<file path="config.mk">
export PLATFORM = sky130hd
export DESIGN_NAME = page_replacement_fifo_lru_top_flat
export DESIGN_NICKNAME = d
export VERILOG_FILES = /design/src/pgr_pkg.sv /design/src/pgr_if.sv /design/src/page_replacement_fifo_lru_top.sv /design/src/pgr_ctrl.sv /design/src/pgr_datapath.sv /design/src/flat_wrapper.sv
export SDC_FILE = /design/constraint.sdc
export NUM_CORES = 1
export LEC_CHECK = 0
export BUFFER_PORTS_ARGS = -buffer_cell sky130_fd_sc_hd__buf_4
export CAP_MARGIN = 40
export CORE_ASPECT_RATIO = 1.4
export CORE_MARGIN = 2
export CORE_UTILIZATION = 55
export CTS_CLUSTER_DIAMETER = 100
export DETAILED_ROUTE_END_ITERATION = 8
export GPL_TIMING_DRIVEN = 0
export PLACE_DENSITY = 0.75
export SYNTH_ARGS = -nofsm -noshare
export SYNTH_HDL_FRONTEND = slang
export SYNTH_HIERARCHICAL = 1
export SYNTH_SLANG_ARGS = --single-unit
</file>
<file path="constraint.sdc">
create_clock -name i_clk -period 4.7 [get_ports i_clk]
set_input_delay 0.94 -clock i_clk [delete_from_list [all_inputs] [get_ports i_clk]]
set_output_delay 0.94 -clock i_clk [all_outputs]
set_load 0.05 [all_outputs]
</file>
<file path="src/pgr_pkg.sv">
package pgr_pkg;

    localparam int APB_DATA_BITS = 32;
    localparam int APB_ADDR_BITS = 3;
    localparam int NUM_FRAMES_BITS = 4;

    localparam logic CMD_REF   = 1'b0;
    localparam logic CMD_CLEAR = 1'b1;

    localparam logic MODE_FIFO = 1'b0;
    localparam logic MODE_LRU  = 1'b1;

    localparam logic REG_MODE       = 1'b0;
    localparam logic REG_NUM_FRAMES = 1'b1;

    localparam logic                       MODE_RST       = MODE_FIFO;
    localparam logic [NUM_FRAMES_BITS-1:0] NUM_FRAMES_RST = 4'd8;

    typedef enum logic [2:0] {
        ST_IDLE,
        ST_SCAN,
        ST_LAST,
        ST_UPDATE,
        ST_CLEAR
    } t_state;

    typedef struct packed {
        logic start;
        logic scan_rd;
        logic commit_ref;
        logic commit_clr;
    } t_dp_cmd;

    typedef struct packed {
        logic scan_last;
        logic out_full;
    } t_dp_sts;

endpackage

</file>
<file path="src/pgr_if.sv">
interface pgr_in_if #(
    parameter int PAGE_BITS = 16
);
    logic                 valid;
    logic                 ready;
    logic                 cmd;
    logic [PAGE_BITS-1:0] page;

    modport source (output valid, output cmd, output page, input ready);
    modport sink   (input valid, input cmd, input page, output ready);
endinterface

interface pgr_out_if #(
    parameter int PAGE_BITS  = 16,
    parameter int COUNT_BITS = 16
);
    logic                  valid;
    logic                  ready;
    logic                  is_hit;
    logic                  evicted_valid;
    logic [PAGE_BITS-1:0]  evicted_page;
    logic [COUNT_BITS-1:0] fault_count;

    modport source (output valid, output is_hit, output evicted_valid, output evicted_page,
                    output fault_count, input ready);
    modport sink   (input valid, input is_hit, input evicted_valid, input evicted_page,
                    input fault_count, output ready);
endinterface

</file>
<file path="src/page_replacement_fifo_lru_top.sv">
// Page replacement unit with first-in first-out or least-recently-used policy. Each
// item is either a page reference or a clear. A reference is compared against the
// frames in use one frame per cycle through the single read port of the page store,
// then the hit, fill or eviction is applied in the update state, once the result
// register is free. The next item is accepted as soon as the previous result
// sits in the output register. Registers: mode at byte address 0 (0 fifo, 1 lru),
// num_frames at byte address 4 (0 acts as 1, above FRAMES acts as FRAMES); write them
// only while the unit is idle.
module page_replacement_fifo_lru_top
    import pgr_pkg::*;
#(
    parameter int FRAMES     = 8,
    parameter int PAGE_BITS  = 16,
    parameter int COUNT_BITS = 16
) (
    input  logic                     i_clk,
    input  logic                     i_rst_n,
    input  logic                     psel,
    input  logic                     penable,
    input  logic                     pwrite,
    input  logic [APB_ADDR_BITS-1:0] paddr,
    input  logic [APB_DATA_BITS-1:0] pwdata,
    output logic [APB_DATA_BITS-1:0] prdata,
    output logic                     pready,
    pgr_in_if.sink                   i_req,
    pgr_out_if.source                o_rsp
);

    localparam int IDX_BITS = (FRAMES > 1) ? $clog2(FRAMES) : 1;
    localparam int CNT_BITS = $clog2(FRAMES + 1);

    logic                       r_mode;
    logic [NUM_FRAMES_BITS-1:0] r_num_frames;
    logic                       w_wr;
    logic                       w_reg_sel;
    logic [CNT_BITS-1:0]        w_use;
    logic [IDX_BITS-1:0]        w_last_idx;
    t_dp_cmd                    w_cmd;
    t_dp_sts                    w_sts;

    assign pready    = 1'b1;
    assign w_wr      = psel && penable && pwrite && pready;
    assign w_reg_sel = paddr[2];

    always_ff @(posedge i_clk) begin
        if (!i_rst_n) begin
            r_mode       <= MODE_RST;
            r_num_frames <= NUM_FRAMES_RST;
        end else if (w_wr) begin
            unique case (w_reg_sel)
                REG_MODE:       r_mode       <= pwdata[0];
                REG_NUM_FRAMES: r_num_frames <= pwdata[NUM_FRAMES_BITS-1:0];
                default:        r_mode       <= r_mode;
            endcase
        end
    end

    always_comb begin
        unique case (w_reg_sel)
            REG_MODE:       prdata = {{(APB_DATA_BITS-1){1'b0}}, r_mode};
            REG_NUM_FRAMES: prdata = {{(APB_DATA_BITS-NUM_FRAMES_BITS){1'b0}}, r_num_frames};
            default:        prdata = '0;
        endcase
    end

    always_comb begin
        priority if (r_num_frames == '0) begin
            w_use = CNT_BITS'(1);
        end else if (32'(r_num_frames) > FRAMES) begin
            w_use = CNT_BITS'(FRAMES);
        end else begin
            w_use = CNT_BITS'(r_num_frames);
        end
    end

    assign w_last_idx = IDX_BITS'(w_use - CNT_BITS'(1));

    pgr_ctrl u_ctrl (
        .i_clk      (i_clk),
        .i_rst_n    (i_rst_n),
        .i_in_valid (i_req.valid),
        .i_in_cmd   (i_req.cmd),
        .o_in_ready (i_req.ready),
        .i_sts      (w_sts),
        .o_cmd      (w_cmd)
    );

    pgr_datapath #(
        .FRAMES     (FRAMES),
        .PAGE_BITS  (PAGE_BITS),
        .COUNT_BITS (COUNT_BITS),
        .IDX_BITS   (IDX_BITS)
    ) u_datapath (
        .i_clk           (i_clk),
        .i_rst_n         (i_rst_n),
        .i_cmd           (w_cmd),
        .o_sts           (w_sts),
        .i_mode          (r_mode),
        .i_last_idx      (w_last_idx),
        .i_page          (i_req.page),
        .o_out_valid     (o_rsp.valid),
        .i_out_ready     (o_rsp.ready),
        .o_is_hit        (o_rsp.is_hit),
        .o_evicted_valid (o_rsp.evicted_valid),
        .o_evicted_page  (o_rsp.evicted_page),
        .o_fault_count   (o_rsp.fault_count)
    );

endmodule

</file>
<file path="src/pgr_ctrl.sv">
module pgr_ctrl
    import pgr_pkg::*;
(
    input  logic    i_clk,
    input  logic    i_rst_n,
    input  logic    i_in_valid,
    input  logic    i_in_cmd,
    output logic    o_in_ready,
    input  t_dp_sts i_sts,
    output t_dp_cmd o_cmd
);

    t_state r_state;
    t_state n_state;

    always_ff @(posedge i_clk) begin
        if (!i_rst_n) begin
            r_state <= ST_IDLE;
        end else begin
            r_state <= n_state;
        end
    end

    always_comb begin
        n_state = r_state;
        unique case (r_state)
            ST_IDLE: begin
                if (i_in_valid) begin
                    n_state = (i_in_cmd == CMD_CLEAR) ? ST_CLEAR : ST_SCAN;
                end
            end
            ST_SCAN: begin
                if (i_sts.scan_last) begin
                    n_state = ST_LAST;
                end
            end
            ST_LAST: begin
                n_state = ST_UPDATE;
            end
            ST_UPDATE: begin
                if (!i_sts.out_full) begin
                    n_state = ST_IDLE;
                end
            end
            ST_CLEAR: begin
                if (!i_sts.out_full) begin
                    n_state = ST_IDLE;
                end
            end
            default: begin
                n_state = ST_IDLE;
            end
        endcase
    end

    always_comb begin
        o_cmd      = '0;
        o_in_ready = 1'b0;
        unique case (r_state)
            ST_IDLE: begin
                o_in_ready  = 1'b1;
                o_cmd.start = i_in_valid;
            end
            ST_SCAN: begin
                o_cmd.scan_rd = 1'b1;
            end
            ST_LAST: begin
            end
            ST_UPDATE: begin
                o_cmd.commit_ref = !i_sts.out_full;
            end
            ST_CLEAR: begin
                o_cmd.commit_clr = !i_sts.out_full;
            end
            default: begin
            end
        endcase
    end

endmodule

</file>
<file path="src/pgr_datapath.sv">
module pgr_datapath
    import pgr_pkg::*;
#(
    parameter int FRAMES     = 8,
    parameter int PAGE_BITS  = 16,
    parameter int COUNT_BITS = 16,
    parameter int IDX_BITS   = (FRAMES > 1) ? $clog2(FRAMES) : 1
) (
    input  logic                  i_clk,
    input  logic                  i_rst_n,
    input  t_dp_cmd               i_cmd,
    output t_dp_sts               o_sts,
    input  logic                  i_mode,
    input  logic [IDX_BITS-1:0]   i_last_idx,
    input  logic [PAGE_BITS-1:0]  i_page,
    output logic                  o_out_valid,
    input  logic                  i_out_ready,
    output logic                  o_is_hit,
    output logic                  o_evicted_valid,
    output logic [PAGE_BITS-1:0]  o_evicted_page,
    output logic [COUNT_BITS-1:0] o_fault_count
);

    localparam int RANK_BITS = IDX_BITS;

    logic [PAGE_BITS-1:0]  r_mem [FRAMES];
    logic [PAGE_BITS-1:0]  r_rd_data;
    logic [IDX_BITS-1:0]   r_rd_idx;
    logic                  r_rd_vld;
    logic [IDX_BITS-1:0]   r_idx;

    logic [FRAMES-1:0]     r_valid;
    logic [RANK_BITS-1:0]  r_rank [FRAMES];
    logic [COUNT_BITS-1:0] r_faults;
    logic [COUNT_BITS-1:0] n_faults;

    logic [PAGE_BITS-1:0]  r_page;
    logic                  r_hit;
    logic [IDX_BITS-1:0]   r_hit_idx;
    logic [RANK_BITS-1:0]  r_hit_rank;
    logic                  r_have_empty;
    logic [IDX_BITS-1:0]   r_empty_idx;
    logic                  r_have_vic;
    logic [IDX_BITS-1:0]   r_vic_idx;
    logic [RANK_BITS-1:0]  r_vic_rank;
    logic [PAGE_BITS-1:0]  r_vic_page;

    logic                  r_out_vld;
    logic                  r_out_hit;
    logic                  r_out_ev_vld;
    logic [PAGE_BITS-1:0]  r_out_ev_page;
    logic [COUNT_BITS-1:0] r_out_count;

    logic                  w_scan_valid;
    logic [RANK_BITS-1:0]  w_scan_rank;
    logic                  mem_we;
    logic [IDX_BITS-1:0]   mem_waddr;

    assign w_scan_valid = r_valid[r_rd_idx];
    assign w_scan_rank  = r_rank[r_rd_idx];
    assign n_faults     = (r_faults == '1) ? r_faults : r_faults + COUNT_BITS'(1);
    assign mem_we       = i_cmd.commit_ref && !r_hit;
    assign mem_waddr    = r_have_empty ? r_empty_idx : r_vic_idx;

    assign o_sts.scan_last = (r_idx == i_last_idx);
    assign o_sts.out_full  = r_out_vld;

    // page store, one read port for the frame scan
    always_ff @(posedge i_clk) begin
        if (mem_we) begin
            r_mem[mem_waddr] <= r_page;
        end
        if (i_cmd.scan_rd) begin
            r_rd_data <= r_mem[r_idx];
        end
    end

    // scan pointer and per-frame compare
    always_ff @(posedge i_clk) begin
        r_rd_idx <= r_idx;
        if (i_cmd.start) begin
            r_idx        <= '0;
            r_page       <= i_page;
            r_hit        <= 1'b0;
            r_have_empty <= 1'b0;
            r_have_vic   <= 1'b0;
        end else begin
            if (i_cmd.scan_rd) begin
                r_idx <= r_idx + IDX_BITS'(1);
            end
            if (r_rd_vld) begin
                if (w_scan_valid) begin
                    if (!r_hit && r_rd_data == r_page) begin
                        r_hit      <= 1'b1;
                        r_hit_idx  <= r_rd_idx;
                        r_hit_rank <= w_scan_rank;
                    end
                    if (!r_have_vic || w_scan_rank > r_vic_rank) begin
                        r_have_vic <= 1'b1;
                        r_vic_idx  <= r_rd_idx;
                        r_vic_rank <= w_scan_rank;
                        r_vic_page <= r_rd_data;
                    end
                end else if (!r_have_empty) begin
                    r_have_empty <= 1'b1;
                    r_empty_idx  <= r_rd_idx;
                end
            end
        end
    end

    // frame state, fault count and result register
    always_ff @(posedge i_clk) begin
        if (!i_rst_n) begin
            r_rd_vld  <= 1'b0;
            r_valid   <= '0;
            r_faults  <= '0;
            r_out_vld <= 1'b0;
            for (int f = 0; f < FRAMES; f++) begin
                r_rank[f] <= '0;
            end
        end else begin
            r_rd_vld <= i_cmd.scan_rd;
            if (r_out_vld && i_out_ready) begin
                r_out_vld <= 1'b0;
            end
            if (i_cmd.commit_clr) begin
                r_valid       <= '0;
                r_faults      <= '0;
                r_out_vld     <= 1'b1;
                r_out_hit     <= 1'b0;
                r_out_ev_vld  <= 1'b0;
                r_out_ev_page <= '0;
                r_out_count   <= '0;
                for (int f = 0; f < FRAMES; f++) begin
                    r_rank[f] <= '0;
                end
            end else if (i_cmd.commit_ref) begin
                r_out_vld <= 1'b1;
                r_out_hit <= r_hit;
                priority if (r_hit) begin
                    r_out_ev_vld  <= 1'b0;
                    r_out_ev_page <= '0;
                    r_out_count   <= r_faults;
                    if (i_mode == MODE_LRU) begin
                        for (int f = 0; f < FRAMES; f++) begin
                            if (r_valid[f] && r_rank[f] < r_hit_rank) begin
                                r_rank[f] <= r_rank[f] + RANK_BITS'(1);
                            end
                        end
                        r_rank[r_hit_idx] <= '0;
                    end
                end else if (r_have_empty) begin
                    r_faults      <= n_faults;
                    r_out_count   <= n_faults;
                    r_out_ev_vld  <= 1'b0;
                    r_out_ev_page <= '0;
                    for (int f = 0; f < FRAMES; f++) begin
                        if (r_valid[f]) begin
                            r_rank[f] <= r_rank[f] + RANK_BITS'(1);
                        end
                    end
                    r_valid[r_empty_idx] <= 1'b1;
                    r_rank[r_empty_idx]  <= '0;
                end else begin
                    r_faults      <= n_faults;
                    r_out_count   <= n_faults;
                    r_out_ev_vld  <= 1'b1;
                    r_out_ev_page <= r_vic_page;
                    for (int f = 0; f < FRAMES; f++) begin
                        if (r_valid[f] && r_rank[f] < r_vic_rank) begin
                            r_rank[f] <= r_rank[f] + RANK_BITS'(1);
                        end
                    end
                    r_rank[r_vic_idx] <= '0;
                end
            end
        end
    end

    assign o_out_valid     = r_out_vld;
    assign o_is_hit        = r_out_hit;
    assign o_evicted_valid = r_out_ev_vld;
    assign o_evicted_page  = r_out_ev_page;
    assign o_fault_count   = r_out_count;

endmodule
</file>
<file path="src/flat_wrapper.sv">
// flat-port wrapper written by rule: the top's interface ports become plain ports
module page_replacement_fifo_lru_top_flat import pgr_pkg::*;
#(
    parameter int FRAMES     = 8,
    parameter int PAGE_BITS  = 16,
    parameter int COUNT_BITS = 16
)
  (i_clk, i_rst_n, psel, penable, pwrite, paddr, pwdata, prdata, pready, i_req_valid, i_req_cmd, i_req_page, i_req_ready, o_rsp_valid, o_rsp_is_hit, o_rsp_evicted_valid, o_rsp_evicted_page, o_rsp_fault_count, o_rsp_ready);
  pgr_in_if #(.PAGE_BITS(PAGE_BITS)) i_req_i ();
  pgr_out_if #(.PAGE_BITS(PAGE_BITS), .COUNT_BITS(COUNT_BITS)) o_rsp_i ();
  input  logic i_clk;
  input  logic i_rst_n;
  input  logic psel;
  input  logic penable;
  input  logic pwrite;
  input  logic [APB_ADDR_BITS-1:0] paddr;
  input  logic [APB_DATA_BITS-1:0] pwdata;
  output logic [APB_DATA_BITS-1:0] prdata;
  output logic pready;
  input wire logic [$bits(i_req_i.valid)-1:0] i_req_valid;
  input wire logic [$bits(i_req_i.cmd)-1:0] i_req_cmd;
  input wire logic [$bits(i_req_i.page)-1:0] i_req_page;
  output wire logic [$bits(i_req_i.ready)-1:0] i_req_ready;
  output wire logic [$bits(o_rsp_i.valid)-1:0] o_rsp_valid;
  output wire logic [$bits(o_rsp_i.is_hit)-1:0] o_rsp_is_hit;
  output wire logic [$bits(o_rsp_i.evicted_valid)-1:0] o_rsp_evicted_valid;
  output wire logic [$bits(o_rsp_i.evicted_page)-1:0] o_rsp_evicted_page;
  output wire logic [$bits(o_rsp_i.fault_count)-1:0] o_rsp_fault_count;
  input wire logic [$bits(o_rsp_i.ready)-1:0] o_rsp_ready;
  assign i_req_i.valid = i_req_valid;
  assign i_req_i.cmd = i_req_cmd;
  assign i_req_i.page = i_req_page;
  assign i_req_ready = i_req_i.ready;
  assign o_rsp_valid = o_rsp_i.valid;
  assign o_rsp_is_hit = o_rsp_i.is_hit;
  assign o_rsp_evicted_valid = o_rsp_i.evicted_valid;
  assign o_rsp_evicted_page = o_rsp_i.evicted_page;
  assign o_rsp_fault_count = o_rsp_i.fault_count;
  assign o_rsp_i.ready = o_rsp_ready;
  page_replacement_fifo_lru_top #(.FRAMES(FRAMES), .PAGE_BITS(PAGE_BITS), .COUNT_BITS(COUNT_BITS)) u_core (.i_clk(i_clk), .i_rst_n(i_rst_n), .psel(psel), .penable(penable), .pwrite(pwrite), .paddr(paddr), .pwdata(pwdata), .prdata(prdata), .pready(pready), .i_req(i_req_i), .o_rsp(o_rsp_i));
endmodule
</file>
==> impl_results.md <==
- Outcome: finished clean
- Footprint of the multi-input gates: 4610 µm²
- Leakage power: 0.00554 µW
- Total track usage: 0.224
- Least-Margin Pin Slew: 0.905 ns
- Gr ovfl total: 0
- Synth Register Bits: 292
- Area leader, netlist: edfxtp_1
- Max clock buf depth: 3
- Worst Setup Start Kind: flop
- Post-synth EDFFs: around 230
- Die span in y: 186 µm
- Clock transition at path regs: around 0.070 ns
- Internal power: 4300 µW
- P_sw: 1230 µW
- First-pass GRT wire length: about 43000 µm
- TNS Setup: 0 ns
- Max-capacitance violation count: 0
- Async S/R FF share, synth: 0
- Final Hold Vio Count: 0
- DIE WIDTH: 134 µm
- TritonCTS clock tree: done
- Final Skew: 0.0107 ns
- Pins Over Slew Limit: 0
- Ys flop type: edfxtp_1
- TritonCTS Sinks: roughly 290
- Core Area: 23300 µm²
- Site Rows: 66
- Switching Fraction: 0.222
- Crit. End Element: flop
- IO Count: 128
- Layout cells sized above 1: 0.229
- Drt drc: 0
- R2R depth: 8
- Post-synth top area share: 0.519
- Root Buffer: clkbuf_16
- Hold Startpoint: u_core/u_datapath/r_idx[2]$_SDFFE_PP0P_
- Design Area, Final: 15100 µm²
- Final Util: 0.650
- Placer Congestion: 0.955
- 1st-pass router iterations: 5
- Worst r2r dst: u_core/u_datapath/r_vic_page[3]$_DFFE_PP_
- Worst EP required: 4.85 ns
- Number of global-route vias before repair: between 7000 and 8000
- H-tree levels: 1
- Post-CTS setup repair buffer count: 0
- # diodes: 0
- Number of synthesis warnings: 6
- CTS resizes: 0
- Sequential element share of the synthesized area: 0.622
- Initial antenna violation count: 0
- Num CTS Buffers: 26
- Cts hold-fix bufs: 0
- Peak supply drop: 0.339 mV
- Comb power frac: 0.085
- Hold Crit Class: reg -> reg
- Post-Synthesis Cell Area: 13000 µm²
- Period Utilization, post-route: 0.733
- Initial core utilization: 0.559
- Slew margin rel.: 0.395
- DR WL/cell: 19.8 µm
- Via count: 7870
- FF+latch area: 8100 µm²
- Min Tclk post-route: 3.45 ns
- Reg2reg setup slack: 1.25 ns
- Via/cell ratio: 5.63
- Clk network pwr share: 0.393
- Placement Cell Area: between 10000 and 15000 µm²
- Hold path depth: 0
- Skew-Pair Late Insertion Delay: 0.53 ns
- Crit path DAT: around 3.6 ns
- Hold EP: u_core/u_datapath/r_rd_idx[2]$_DFF_P_
- Dpl hpwl: 19100 µm
- Initial DRC Count: 627
- Avg Cell Area, Syn: 13.9 µm²
- Worst Path Max Fanout: 22
- # fillers: 1731
- Die ar.: 24900 µm²
- Largest net degree at the start of global routing: 26
- PortBufs: 68
- Post-DRT Antenna Nets: 0
- Routed wire length: ~28000 µm
- Mapped Cells: 937
- Cell Pwr Density: 365 nW/µm²
- Final Setup Violations: 0
- Layout area overhead: 16.2%
- RSZ-0062 raised after global routing: false
- Max Freq: 290 MHz
- R2r startpoint: u_core/u_datapath/r_rd_idx[0]$_DFF_P_
- Top cells by area, synth: edfxtp_1, dfxtp_1, mux4_2, ha_1, xor2_1
- Crit path kind: reg -> reg
- Nets: 1180
- Yosys cell types: between 60 and 70
- Reg power frac: 0.522
-- cell type report --
class / count / area share
Clock buffer: 29 / 0.0451
Clock inverter: 17 / 0.0125
Multi-Input combinational cell: 591 / 0.305
Inverter: 18 / 0.00446
Buffer: 63 / 0.0254
Timing Repair Buffer: 83 / 0.0477
Sequential cell: 292 / 0.535
Tap cell: 306 / 0.0253
-- synth_stat cells, types with 4 or more instances --
library cell  number
dfxtp_1           67
and2_1            22
nor3_1            10
o21a_1             5
nor4_1             5
nor4b_1            4
buf_2              9
nor2_1            76
mux2_2            21
o21ai_0           20
ha_1              46
nand4_1            6
a211oi_1           7
nand3b_1           5
inv_1             17
nor2b_1           11
mux4_2            40
and3_1             8
nand3_1            9
xor2_1            43
edfxtp_1         225
o21ai_1            8
a21o_1             5
nand2_1           66
buf_4             32
xnor2_1           11
or3_1              5
clkbuf_1          18
a21oi_1           36
mux2i_1           17
nand2b_1          27
-- cell families after synthesis --
family | share of synthesized area
DFF | 0.622
other | 0.000577
and+or+nand+nor | 0.108
muxes | 0.102
adders and majority gates | 0.0442
xor gates and xnor gates | 0.0363
AOI/OAI and AO/OA | 0.0520
buffers and inverters | 0.0347
-- power groups by stage --
stage / logic [µW] / clock network, µW / registers, µW
6_report: 471 / 2170 / 2890
5_1_grt: 504 / 2300 / 2890
4_1_cts: 474 / 2210 / 2880
3_5_place_dp: 470 / 0 / 2940
3_3_place_gp: 452 / 0 / 2940
2_1_floorplan: 334 / 0 / 2940
-- cell usage in the layout (no fill, tap or decap), types with 11 or more instances in the layout --
| cell | Yosys | final |
|---|---|---|
| mux2i_1 | 17 | 17 |
| mux2_2 | 21 | 21 |
| nand2b_1 | 27 | 27 |
| conb_1 | 2 | 29 |
| inv_1 | 17 | 17 |
| ha_1 | 46 | 46 |
| a21oi_1 | 36 | 35 |
| xnor2_1 | 11 | 11 |
| mux4_2 | 40 | 40 |
| buf_4 | 32 | 101 |
| clkbuf_1 | 18 | 20 |
| o21ai_0 | 20 | 20 |
| nand2_1 | 66 | 66 |
| clkbuf_16 | 0 | 27 |
| nor2b_1 | 11 | 11 |
| edfxtp_1 | 225 | 225 |
| buf_2 | 9 | 11 |
| and2_1 | 22 | 22 |
| nor2_1 | 76 | 68 |
| dfxtp_1 | 67 | 67 |
| xor2_1 | 43 | 43 |
-- sequential cells by signal, indices dropped and copies added (netlist names), 4 cells and up --
signal and count:
u_core/u_datapath/r_rank 24, u_core/r_num_frames 4, u_core/u_datapath/r_mem 128, u_core/u_datapath/o_evicted_page 16, u_core/u_datapath/r_valid 8, u_core/u_datapath/r_vic_page 16
u_core/u_datapath/r_faults 16, u_core/u_datapath/o_fault_count 16, u_core/u_datapath/r_rd_data 16, u_core/u_datapath/r_page 16
-- how the worst max path moves through the flow --
stage                                                     start                                    endpoint  slack [ns]  depth (start not counted)
after detailed placement  u_core/u_datapath/r_rd_idx[0]$_DFF_P_   u_core/u_datapath/r_vic_page[8]$_DFFE_PP_        1.24                          8
after floorplan           u_core/u_datapath/r_rd_idx[0]$_DFF_P_    u_core/u_datapath/r_vic_idx[0]$_DFFE_PP_        1.22                          8
after global placement    u_core/u_datapath/r_rd_idx[0]$_DFF_P_   u_core/u_datapath/r_vic_page[8]$_DFFE_PP_        0.21                          8
final                     u_core/u_datapath/r_rd_idx[0]$_DFF_P_   u_core/u_datapath/r_vic_page[3]$_DFFE_PP_        1.25                          8
after global routing      u_core/u_datapath/r_rd_idx[0]$_DFF_P_  u_core/u_datapath/r_vic_page[11]$_DFFE_PP_        1.09                          8
after CTS                 u_core/u_datapath/r_rd_idx[0]$_DFF_P_   u_core/u_datapath/r_vic_page[8]$_DFFE_PP_        1.24                          8
-- critical path, stage by stage, from the launching register on --
cell	delay, ns
dfxtp_1	0.39
buf_2	0.32
mux4_2	0.56
mux2_2	0.32
ha_1	0.32
nor2b_1	0.14
o21a_1	0.11
o21ai_0	0.13
a21oi_4	0.76
-- routing by layer --
| metal | routed length [µm] | up-vias | GRT usage |
|---|---|---|---|
| li1 | - | 3694 | - |
| met5 | 0 | - | 0 |
| met1 | 10900 | 3897 | 0.264 |
| met4 | 993 | 0 | 0.0863 |
| met3 | 1060 | 67 | 0.0245 |
| met2 | 14700 | 212 | 0.418 |
-- stage by stage --
step	power, µW	instances	setup slack, ns	hold slack [ns]
floorplan	3270	964	1.22	0.329
global route	5690	1399	1.09	0.358
detailed placement	3410	1353	1.24	0.334
finish	5530	1399	1.25	0.350
CTS	5570	1399	1.24	0.350
global placement	3390	1338	0.211	0.332
No activity file was read; power rests on OpenSTA's default activity.
